$ cat src/hw/rtl/sem_pkg.sv
`default_nettype none
package sem_pkg;

    localparam int MAX_WIDTH_DEF  = 1024;
    localparam int MAX_HEIGHT_DEF = 1024;
    localparam int CFG_W          = 11;
    localparam int PIX_W          = 24;
    localparam int ROOT_W         = 8;
    localparam int SQ_LIMIT       = 65280;

    localparam logic CFG_FRAME_WIDTH  = 1'b0;
    localparam logic CFG_FRAME_HEIGHT = 1'b1;

    localparam logic ACT_PIXEL = 1'b0;
    localparam logic ACT_FLUSH = 1'b1;

    typedef struct packed {
        logic       action;
        logic [7:0] red;
        logic [7:0] green;
        logic [7:0] blue;
    } pixel_t;

    typedef struct packed {
        logic [7:0] edge_red;
        logic [7:0] edge_green;
        logic [7:0] edge_blue;
        logic       frame_end;
    } result_t;

    typedef enum logic [2:0] {
        ST_IDLE,
        ST_READ,
        ST_CALC,
        ST_SQUARE,
        ST_ROOT,
        ST_DONE
    } state_t;

    typedef struct packed {
        logic capture;
        logic advance;
        logic calc;
        logic square;
        logic root_step;
        logic finish;
    } cmd_t;

    typedef struct packed {
        logic drop;
        logic emit;
        logic root_last;
        logic out_free;
    } status_t;

endpackage
`default_nettype wire

$ cat src/hw/rtl/sem_ctrl.sv
`default_nettype none
module sem_ctrl (
    input  wire logic             clk,
    input  wire logic             rst_n,
    input  wire logic             pixel_valid,
    output logic                  pixel_ready,
    input  wire sem_pkg::status_t status,
    output sem_pkg::cmd_t         cmd,
    output sem_pkg::state_t       state
);
    import sem_pkg::*;

    state_t state_reg, state_next;

    always_ff @(posedge clk or negedge rst_n)
    begin
        if (!rst_n)
        begin
            state_reg <= ST_IDLE;
        end
        else
        begin
            state_reg <= state_next;
        end
    end

    always_comb
    begin
        state_next  = state_reg;
        cmd         = '0;
        pixel_ready = 1'b0;
        case (state_reg)
            ST_IDLE:
            begin
                pixel_ready = 1'b1;
                if (pixel_valid && !status.drop)
                begin
                    cmd.capture = 1'b1;
                    state_next  = ST_READ;
                end
            end
            ST_READ:
            begin
                cmd.advance = 1'b1;
                state_next  = status.emit ? ST_CALC : ST_IDLE;
            end
            ST_CALC:
            begin
                cmd.calc   = 1'b1;
                state_next = ST_SQUARE;
            end
            ST_SQUARE:
            begin
                cmd.square = 1'b1;
                state_next = ST_ROOT;
            end
            ST_ROOT:
            begin
                cmd.root_step = 1'b1;
                if (status.root_last)
                begin
                    state_next = ST_DONE;
                end
            end
            ST_DONE:
            begin
                if (status.out_free)
                begin
                    cmd.finish = 1'b1;
                    state_next = ST_IDLE;
                end
            end
            default:
            begin
                state_next = ST_IDLE;
            end
        endcase
    end

    assign state = state_reg;
endmodule
`default_nettype wire

$ cat config.mk
export PLATFORM = sky130hd
export DESIGN_NAME = sem_ctrl
export DESIGN_NICKNAME = d
export VERILOG_FILES = /design/src/hw/rtl/sem_pkg.sv /design/src/hw/rtl/sem_ctrl.sv
export SDC_FILE = /design/constraint.sdc
export NUM_CORES = 1
export LEC_CHECK = 0
export ABC_CLOCK_PERIOD_IN_PS = 1070
export BUFFER_PORTS_ARGS = -buffer_cell sky130_fd_sc_hd__buf_4
export CORE_AREA = 3 3 40 42
export DETAILED_ROUTE_END_ITERATION = 6
export DIE_AREA = 0 0 43 45
export PLACE_DENSITY = 0.37
export SYNTH_ARGS = -nofsm -noshare
export SYNTH_HDL_FRONTEND = slang
export SYNTH_SLANG_ARGS = --single-unit
$ cat constraint.sdc
create_clock -name clk -period 1.07 [get_ports clk]
set_input_delay 0.1605 -clock clk [delete_from_list [all_inputs] [get_ports clk]]
set_output_delay 0.1605 -clock clk [all_outputs]
set_load 0.005 [all_outputs]
==> results of run 1 <==
[synth_stat cells]
cell type and number:
dfrtp_1 3, nor2_1 3, and2_1 2, o21ai_0 2, a21o_1 1, a21oi_1 1
and3b_1 1, buf_6 1, inv_1 1, mux2i_1 1, nand2_1 1, nand2b_1 1
nor2b_1 1, nor3_1 1, nor3b_2 1, or2_1 1
[placed cells by master (no fill, tap or decap)]
| master | instances |
|---|---|
| a21o_1 | 1 |
| mux2i_1 | 1 |
| and3b_1 | 1 |
| dfrtp_2 | 3 |
| clkbuf_1 | 1 |
| or2_1 | 1 |
| clkbuf_4 | 3 |
| buf_4 | 18 |
| nand2b_4 | 1 |
| o21ai_0 | 2 |
| nor3b_2 | 1 |
| nor2b_1 | 1 |
| nor3_4 | 1 |
| nand2_1 | 1 |
| and2_1 | 2 |
| a21oi_1 | 1 |
| dlygate4sd3_1 | 1 |
| nor2_1 | 3 |
| inv_1 | 1 |
[stage by stage]
step / setup TNS (ps) / setup slack, ps / area (um^2)
6_report: -1083 / -203.4 / 396.6
5_1_grt: -1601 / -260.1 / 396.6
4_1_cts: -1153 / -213.7 / 382.9
3_5_place_dp: 0 / 17.52 / 335.3
3_3_place_gp: 0 / 21.64 / 335.3
2_1_floorplan: 0 / 31.94 / 200.2
[worst reg2reg max path: stages (launching register included)]
cell	delay, ps
dfrtp_2	450
and3b_1	220
or2_1	230
[timing repair]
| action | 4_1_cts | 5_1_grt |
|---|---|---|
| gates cloned | 0 | 0 |
| setup endpoints to repair | 7 | 8 |
| gates resized for setup | 3 | 2 |
| pin swaps | 2 | 0 |
| endpoints found under the hold margin | 3 | 0 |
| hold buffers | 1 | 0 |
| setup buffers | 1 | 0 |
[power by group through the flow]
stage,clock network [uW],registers (uW),logic [uW]
after CTS,202,234,444
after floorplan,0,206,219
after global placement,0,225,423
final,194,251,462
after detailed placement,0,229,418
after global routing,223,267,510
[cell families (layout without fill, tap and decap cells)]
group                  Yosys count  after routing  share of synthesized area [%]
buffers and inverters            2             24                          7.690
multiplexers                     1              1                          5.128
flip-flops                       3              3                          38.46
AO/OA/AOI/OAI                    4              4                          11.54
AND/OR/NAND/NOR                 12             12                          37.18
[final timing paths]
| check | to | from |
|---|---|---|
| worst max-delay path | cmd[5] | state[1] |
| worst min-delay path | state[1] | status[2] |
| worst max register to register | state[2] | state[2] |
| worst min register to register | state[0] | state[1] |
| max in group asynchronous | state[1] | rst_n |
| min in group asynchronous | state[2] | rst_n |
[cell type report]
class / instances / area, um^2 / area share (%)
Multi-Input combinational cell: 17 / 123.9 / 31.23
Inverter: 1 / 3.754 / 0.9464
Clock buffer: 4 / 26.28 / 6.625
Tap cell: 15 / 18.77 / 4.732
Sequential cell: 3 / 78.83 / 19.87
Timing Repair Buffer: 19 / 145.1 / 36.59
[metal layers]
layer,global-route usage [%],share of wire [%],up-vias
met5,0,0,-
met4,7.229,0,0
met3,2.390,11,0
met2,10.18,43,12
met1,8.232,45,95
li1,-,-,118
==> results.sh, run 1 <==
export IMPL_avgSynthCellArea_um2=8.872
export IMPL_cts_tree="done"
export IMPL_relSlewSlack_pct=88.04
export IMPL_htreeDepth=1
export IMPL_synthesis_area_um2=195.2
export IMPL_ir_drop_uv=574.2
export IMPL_die_area_mm2=0.001935
export IMPL_diodes=0
export IMPL_yosys_area_top_type="dfrtp_1"
export IMPL_grt_antenna_before_repair=0
export IMPL_violations="negative setup slack"
export IMPL_hold_viol=0
export IMPL_clock_path_buffers=2
export IMPL_n_fill_cell=142
export IMPL_ys_seq_area_share_pct=38.46
export IMPL_cts_made_buffers=3
export IMPL_path_max_fanout=6
export IMPL_grt_pass1_wl_mm=1.028
export IMPL_grt_max_degree=7
export IMPL_pin_count=17
export IMPL_die_y_um=45
export IMPL_nets=52
export IMPL_hold_path_class="input port to flop"
export IMPL_drt_initial_drc_count=1
export IMPL_largest_reg_flops=3
export IMPL_power_total_uw=907.2
export IMPL_ant_nets=0
export IMPL_drv_slew=0
export IMPL_fmax_ghz=0.7853
export IMPL_max_cap_viol_count=0
export IMPL_wl_um=574
export IMPL_vias_per_cell=3.814
export IMPL_power_density_mw_per_mm2=2287
export IMPL_gp_congestion=0.7097
export IMPL_crit_required_ps=910
export IMPL_slowest_delay_ps=440
export IMPL_status="finished with violations"
export IMPL_ys_top_cells_by_area="dfrtp_1 (38%), and2_1 (6.4%), nor3b_2 (6.4%), buf_6 (5.8%), nor2_1 (5.8%)"
export IMPL_clockPowerShare_pct=21.4
export IMPL_dr_pass1_iters=3
export IMPL_fin_skew_ps=0.3318
export IMPL_swShare_pct=33.16
export IMPL_path_depth=3
export IMPL_initial_core_util_pct=15.19
export IMPL_p_int_uw=606.4
export IMPL_die_w_um=43
export IMPL_grt_remaining_overflow=0
export IMPL_end_kind="output port"
export IMPL_setup_viol=8
export IMPL_root_buffer="clkbuf_4"
export IMPL_cp_start_kind="flop"
export IMPL_switchingPower_uw=300.8
export IMPL_yosysTopAreaCellShare_pct=38.46
export IMPL_vias=225
export IMPL_fin_crit_sh_pct=119.0
export IMPL_synth_nets=29
export IMPL_syn_inst=22
export IMPL_final_min_clock_period_ps=1273
export IMPL_worstMarginPinSlew_ps=179.4
export IMPL_coreArea_mm2=0.001285
export IMPL_wl_per_cell_um=9.729
export IMPL_drc=0
export IMPL_seqPwrFrac_pct=27.7
export IMPL_std_cell_rows=13
export IMPL_io_buffers=16
export IMPL_slowest_stage="dfrtp_2"
export IMPL_grt_pass1_vias=255
export IMPL_ff2ff_path_depth=2
export IMPL_fin_ws_ps=-203.4
export IMPL_drive_above_1_share_pct=61.36
export IMPL_finalNonFillerCells=59
export IMPL_path_class="flop to output port"
export IMPL_rsz0062_at_grt="yes"
export IMPL_yosysWarnings=0
export IMPL_cp_arrival_ps=1110
export IMPL_path_buf_inv=1
export IMPL_synthToLayoutAreaGrowth_pct=103.2
export IMPL_yosysUniqueCellTypes=16
export IMPL_regToRegSetupSlack_ps=60
export IMPL_cts_sinks=3
export IMPL_path_clk_slew_ps=30
export IMPL_whs_ps=139.8
export IMPL_utilization_pct=30.87
export IMPL_hold_depth=2
export IMPL_p_leak_uw=0.0002084
export IMPL_pwr_share_comb_pct=50.9
export IMPL_clock_latency_ps=230
export IMPL_dpl_cell_count=53
export IMPL_track_usage_pct=7.173
export IMPL_ys_ff_latch=3
export IMPL_critPathTopFamily="flip-flops"
export IMPL_cp_cell_sequence="nor3_4 -> and2_1 -> buf_4"
(Power assumes the default switching activity.)
==> run 2: changes to the inputs <==
- CORE_AREA: 3 3 40 42 -> 2 2 39 41
- DIE_AREA: 0 0 43 45 -> 0 0 41 43
==> run 2 against run 1 <==
The flow still finishes with violations (negative setup slack). Combinational power increased by 8.0%. Clock skew grew 4.1 ps. Register-to-register slack hardly changed. Clock power about the same. First-iteration DRC count is 100% higher. Clock-buffer cell count unchanged. Fmax is 0.45% lower. Largest cell class unchanged. Largest power group unchanged. Highest routed layer unchanged.
==> results.sh, run 2 (same netlist as run 1, synthesis figures left out) <==
export IMPL_status="finished with violations"
export IMPL_violations="negative setup slack"
export IMPL_end_kind="output port"
export IMPL_final_min_clock_period_ps=1279
export IMPL_slowest_stage="dfrtp_2"
export IMPL_setup_viol=7
export IMPL_clock_latency_ps=230
export IMPL_min_to="state[1]"
export IMPL_path_max_fanout=7
export IMPL_fin_ws_ps=-209.2
export IMPL_root_buffer="clkbuf_4"
export IMPL_slowest_delay_ps=450
export IMPL_coreArea_mm2=0.001384
export IMPL_hold_path_startpoint="status[2]"
export IMPL_drive_above_1_share_pct=60.00
export IMPL_rsz0062_at_grt="yes"
export IMPL_critPathTopFamily="flip-flops"
export IMPL_vias_per_cell=3.754
export IMPL_cp_arrival_ps=1120
export IMPL_wl_um=554
export IMPL_pin_count=17
export IMPL_die_area_mm2=0.001763
export IMPL_power_total_uw=943.1
export IMPL_io_buffers=16
export IMPL_grt_remaining_overflow=0
export IMPL_drt_initial_drc_count=2
export IMPL_synthToLayoutAreaGrowth_pct=105.8
export IMPL_ff2ff_path_depth=3
export IMPL_grt_pass1_vias=227
export IMPL_power_density_mw_per_mm2=2348
export IMPL_finalNonFillerCells=61
export IMPL_fin_crit_sh_pct=119.5
export IMPL_r2r_start="state[0]"
export IMPL_initial_core_util_pct=14.10
export IMPL_path_clk_slew_ps=40
export IMPL_hold_path_class="input port to flop"
export IMPL_clock_path_buffers=2
export IMPL_track_usage_pct=8.342
export IMPL_diodes=0
export IMPL_dr_pass1_iters=2
export IMPL_grt_pass1_wl_um=931
export IMPL_die_w_um=41
export IMPL_whs_ps=133.9
export IMPL_grt_max_degree=8
export IMPL_path_class="flop to output port"
export IMPL_gp_congestion=0.6708
export IMPL_r2r_end="state[1]"
export IMPL_fmax_ghz=0.7818
export IMPL_vias=229
export IMPL_max_cap_viol_count=0
export IMPL_worstMarginPinSlew_ps=176.4
export IMPL_fin_skew_ps=4.453
export IMPL_cts_made_buffers=3
export IMPL_drc=0
export IMPL_relSlewSlack_pct=88.12
export IMPL_crit_required_ps=910
export IMPL_final_cell_mix="buf_4 (18), nor2_1 (3), clkbuf_4 (3), dfrtp_2 (3)"
export IMPL_mostFrequentLayoutCell="buf_4"
export IMPL_cp_cell_sequence="nand2b_1 -> nor2_1 -> buf_4"
export IMPL_wl_per_cell_um=9.082
export IMPL_nets=53
export IMPL_largest_reg_flops=3
export IMPL_die_y_um=43
export IMPL_ant_nets=0
export IMPL_cts_sinks=3
export IMPL_path_buf_inv=1
export IMPL_htreeDepth=1
export IMPL_drv_slew=0
export IMPL_dp_final_hpwl_um=437.2
export IMPL_p_leak_uw=0.0002114
export IMPL_dpl_cell_count=54
export IMPL_grt_antenna_before_repair=0
export IMPL_hold_depth=2
export IMPL_regToRegSetupSlack_ps=50
export IMPL_ir_drop_uv=665.1
export IMPL_cp_start_kind="flop"
export IMPL_hold_viol=0
export IMPL_n_fill_cell=155
export IMPL_cts_tree="done"
export IMPL_std_cell_rows=14
-- run 2: cell count changes in the layout (fill, tap and decap cells not counted), sizes merged --
cell	previous run	this run
buf	18	19
-- run 2: where the power goes --
part	total [uW]	internal (uW)	switching [uW]	leakage [uW]
sequential	249	163	86.1	0.0000350
combinational	499	335	164	0.000161
clock	195	140	56.0	0.0000150
-- run 2: metrics by stage --
stage	area [um^2]	worst slack [ps]	utilization, %	setup TNS [ps]
after floorplan	200.2	31.94	-	0
after global placement	336.6	-0.6243	24.32	-0.6243
after detailed placement	336.6	16.58	24.32	0
after CTS	387.9	-236.8	28.03	-1260
after global routing	401.6	-301.3	29.02	-1772
final	401.6	-209.2	29.02	-1202
-- run 2: what timing repair did --
item | in CTS | in global routing
hold buffers | 1 | 0
endpoints found under the setup margin | 7 | 7
pin swaps | 2 | 2
resized for setup | 4 | 1
buffers inserted | 1 | 1
hold endpoints to repair | 3 | 0
-- run 2: area by class of cell --
type                            instances  area (um^2)  share of cell area, %
Timing Repair Buffer                   20        156.4                  38.94
Multi-Input combinational cell         17        116.4                  28.97
Sequential cell                         3        78.83                  19.63
Clock buffer                            4        26.28                  6.542
Tap cell                               16        20.02                  4.984
Inverter                                1        3.754                 0.9346
-- run 2: metal layers --
metal	routed length, um	global-route usage (%)	up-vias
met3	77	4.712	0
li1	-	-	119
met1	272	11.29	94
met2	204	9.375	16
met5	0	0	-
met4	0	6.000	0
-- run 2: worst max path at each step --
stage	from	endpoint	slack [ps]	depth (start not counted)
floorplan	state[0]	state[2]	30	3
global placement	state[0]	cmd[5]	-0.6	3
detailed placement	state[0]	cmd[5]	20	3
CTS	state[1]	cmd[5]	-240	3
global route	state[2]	cmd[5]	-300	3
finish	state[1]	cmd[0]	-210	3
==> run 3: changes to the inputs <==
- CTS_CLUSTER_DIAMETER: default -> 200
- PLACE_DENSITY: 0.37 -> default
- PLACE_DENSITY_LB_ADDON: default -> 0.3
- SKIP_CTS_REPAIR_TIMING: default -> 1
==> run 3 against run 2 <==
The run still ends with negative setup slack left. Fmax rose by 0.85%. Global-route usage fell by 0.90 points. Worst hold slack got worse by 5.4 ps. Non-clock buffer count unchanged. Power down 2.5%. Critical path depth unchanged. Worst setup slack better by 11 ps. Cell count unchanged. Clock skew down 0.65 ps. Register-to-register slack barely moved. Sequential power fell by 5%. Critical path type unchanged. Critical endpoint is now cmd[5]. Largest power group unchanged.
==> results.sh, run 3 (same netlist as run 1, synthesis figures left out) <==
export IMPL_grt_antenna_before_repair=0
export IMPL_grt_max_degree=8
export IMPL_clock_latency_ps=230
export IMPL_final_min_clock_period_ps=1268
export IMPL_vias=247
export IMPL_fin_crit_sh_pct=118.5
export IMPL_pwr_share_comb_pct=52.7
export IMPL_status="finished with violations"
export IMPL_vias_per_cell=4.049
export IMPL_path_depth=3
export IMPL_worstMarginPinSlew_ps=144.8
export IMPL_cp_start_kind="flop"
export IMPL_grt_pass1_vias=207
export IMPL_multi_input_area_um2=125.1
export IMPL_ant_nets=0
export IMPL_drv_slew=0
export IMPL_grt_remaining_overflow=0
export IMPL_ir_drop_uv=743.2
export IMPL_max_cap_viol_count=0
export IMPL_cts_tree="done"
export IMPL_wl_um=588
export IMPL_finalNonFillerCells=61
export IMPL_cts_sinks=3
export IMPL_swShare_pct=33.27
export IMPL_grt_pass1_wl_um=841
export IMPL_die_w_um=41
export IMPL_largest_reg_flops=3
export IMPL_ff2ff_path_depth=4
export IMPL_coreArea_mm2=0.001384
export IMPL_violations="negative setup slack"
export IMPL_initial_core_util_pct=14.10
export IMPL_r2r_end="state[2]"
export IMPL_nets=53
export IMPL_drc=0
export IMPL_std_cell_rows=14
export IMPL_setup_viol=8
export IMPL_diodes=0
export IMPL_p_leak_uw=0.0002130
export IMPL_htreeDepth=1
export IMPL_fin_ws_ps=-198.3
export IMPL_slowest_stage="dfrtp_2"
export IMPL_power_density_mw_per_mm2=2262
export IMPL_die_area_mm2=0.001763
export IMPL_hold_viol=0
export IMPL_cp_endpoint="cmd[5]"
export IMPL_p_int_uw=613.6
export IMPL_slowest_delay_ps=450
export IMPL_seqPwrFrac_pct=25.8
export IMPL_end_kind="output port"
export IMPL_clockPowerShare_pct=21.5
export IMPL_crit_required_ps=910
export IMPL_mostFrequentLayoutCell="buf_4"
export IMPL_critPathTopFamily="flip-flops"
export IMPL_fmax_ghz=0.7884
export IMPL_clock_path_buffers=2
export IMPL_drive_above_1_share_pct=68.89
export IMPL_power_total_uw=919.6
export IMPL_hold_path_class="input port to flop"
export IMPL_cp_arrival_ps=1110
export IMPL_synthToLayoutAreaGrowth_pct=108.3
export IMPL_startpoint="state[1]"
export IMPL_dpl_cell_count=54
export IMPL_root_buffer="clkbuf_4"
export IMPL_final_cell_mix="buf_4 (19), clkbuf_4 (3), dfrtp_2 (3)"
export IMPL_cts_made_buffers=3
export IMPL_r2r_start="state[2]"
export IMPL_rsz0062_at_grt="yes"
export IMPL_switchingPower_uw=306.0
export IMPL_gp_congestion=0.6645
export IMPL_path_class="flop to output port"
export IMPL_regToRegSetupSlack_ps=40
export IMPL_fin_skew_ps=3.807
export IMPL_drt_initial_drc_count=2
export IMPL_relSlewSlack_pct=90.07
export IMPL_path_clk_slew_ps=40
export IMPL_io_buffers=16
export IMPL_path_buf_inv=1
export IMPL_die_y_um=43
export IMPL_wl_per_cell_um=9.639
export IMPL_n_fill_cell=150
export IMPL_cp_cell_sequence="nor3_2 -> and2_1 -> buf_4"
export IMPL_path_max_fanout=7
export IMPL_pin_count=17
export IMPL_track_usage_pct=7.445
export IMPL_regArea_um2=78.83
export IMPL_dr_pass1_iters=2
-- run 3: cell count changes in the layout (fill, tap and decap cells not counted) --
cell      before  now
buf_6          1    0
nor2_1         3    1
nand2b_1       1    0
and2_1         2    1
nand2b_4       0    1
nor3_4         1    0
nor2_2         0    2
nor3_2         0    1
and2_4         0    1
buf_4         18   19
-- run 3: cell type report --
class	instances	share of cell area (%)
clock buffers	4	6.462
inverters	1	0.9231
multi-input cells	17	30.77
flip-flops and latches	3	19.38
well taps	16	4.923
repair buffers	20	37.54
-- run 3: how the worst min path moves through the flow --
stage,startpoint,end,slack [ps],cells after the start
finish,status[2],state[1],130,2
global route,status[2],state[1],140,2
CTS,rst_n,state[1],-300,1
detailed placement,rst_n,state[1],-50,1
global placement,rst_n,state[0],-50,1
floorplan,rst_n,state[0],-140,0
-- run 3: routing by layer --
metal / up-vias / wire length [um] / part of all wire, % / GRT usage (%)
li1: 119 / - / - / -
met5: - / 0 / 0 / 0
met2: 14 / 265 / 45 / 8.750
met3: 0 / 72 / 12 / 6.806
met1: 114 / 250 / 43 / 8.738
met4: 0 / 0 / 0 / 4.000
-- run 3: power groups by stage --
stage               Clock (uW)  Combinational, uW  Sequential [uW]
detailed placement           0                410              228
floorplan                    0                219              206
CTS                        206                412              229
global route               227                546              245
global placement             0                416              226
finish                     198                485              237
-- run 3: metrics by stage --
stage          TNS, ps  worst slack [ps]  hold WS, ps  instance area [um^2]  util (%)
3_5_place_dp         0             18.32       -48.36                 336.6     24.32
6_report         -1019            -198.3        128.5                 406.6     29.39
4_1_cts          -1312            -240.2       -299.5                 362.8     26.22
2_1_floorplan        0             31.94       -135.1                 200.2         -
3_3_place_gp         0             27.31       -48.92                 336.6     24.32
5_1_grt          -1464            -268.9        137.9                 406.6     29.39
-- run 3: worst reg2reg max path: stages (launching register included) --
cell and delay, ps:
dfrtp_2 430, buf_4 150, nand2b_4 80, a21oi_1 40
or2_1 200
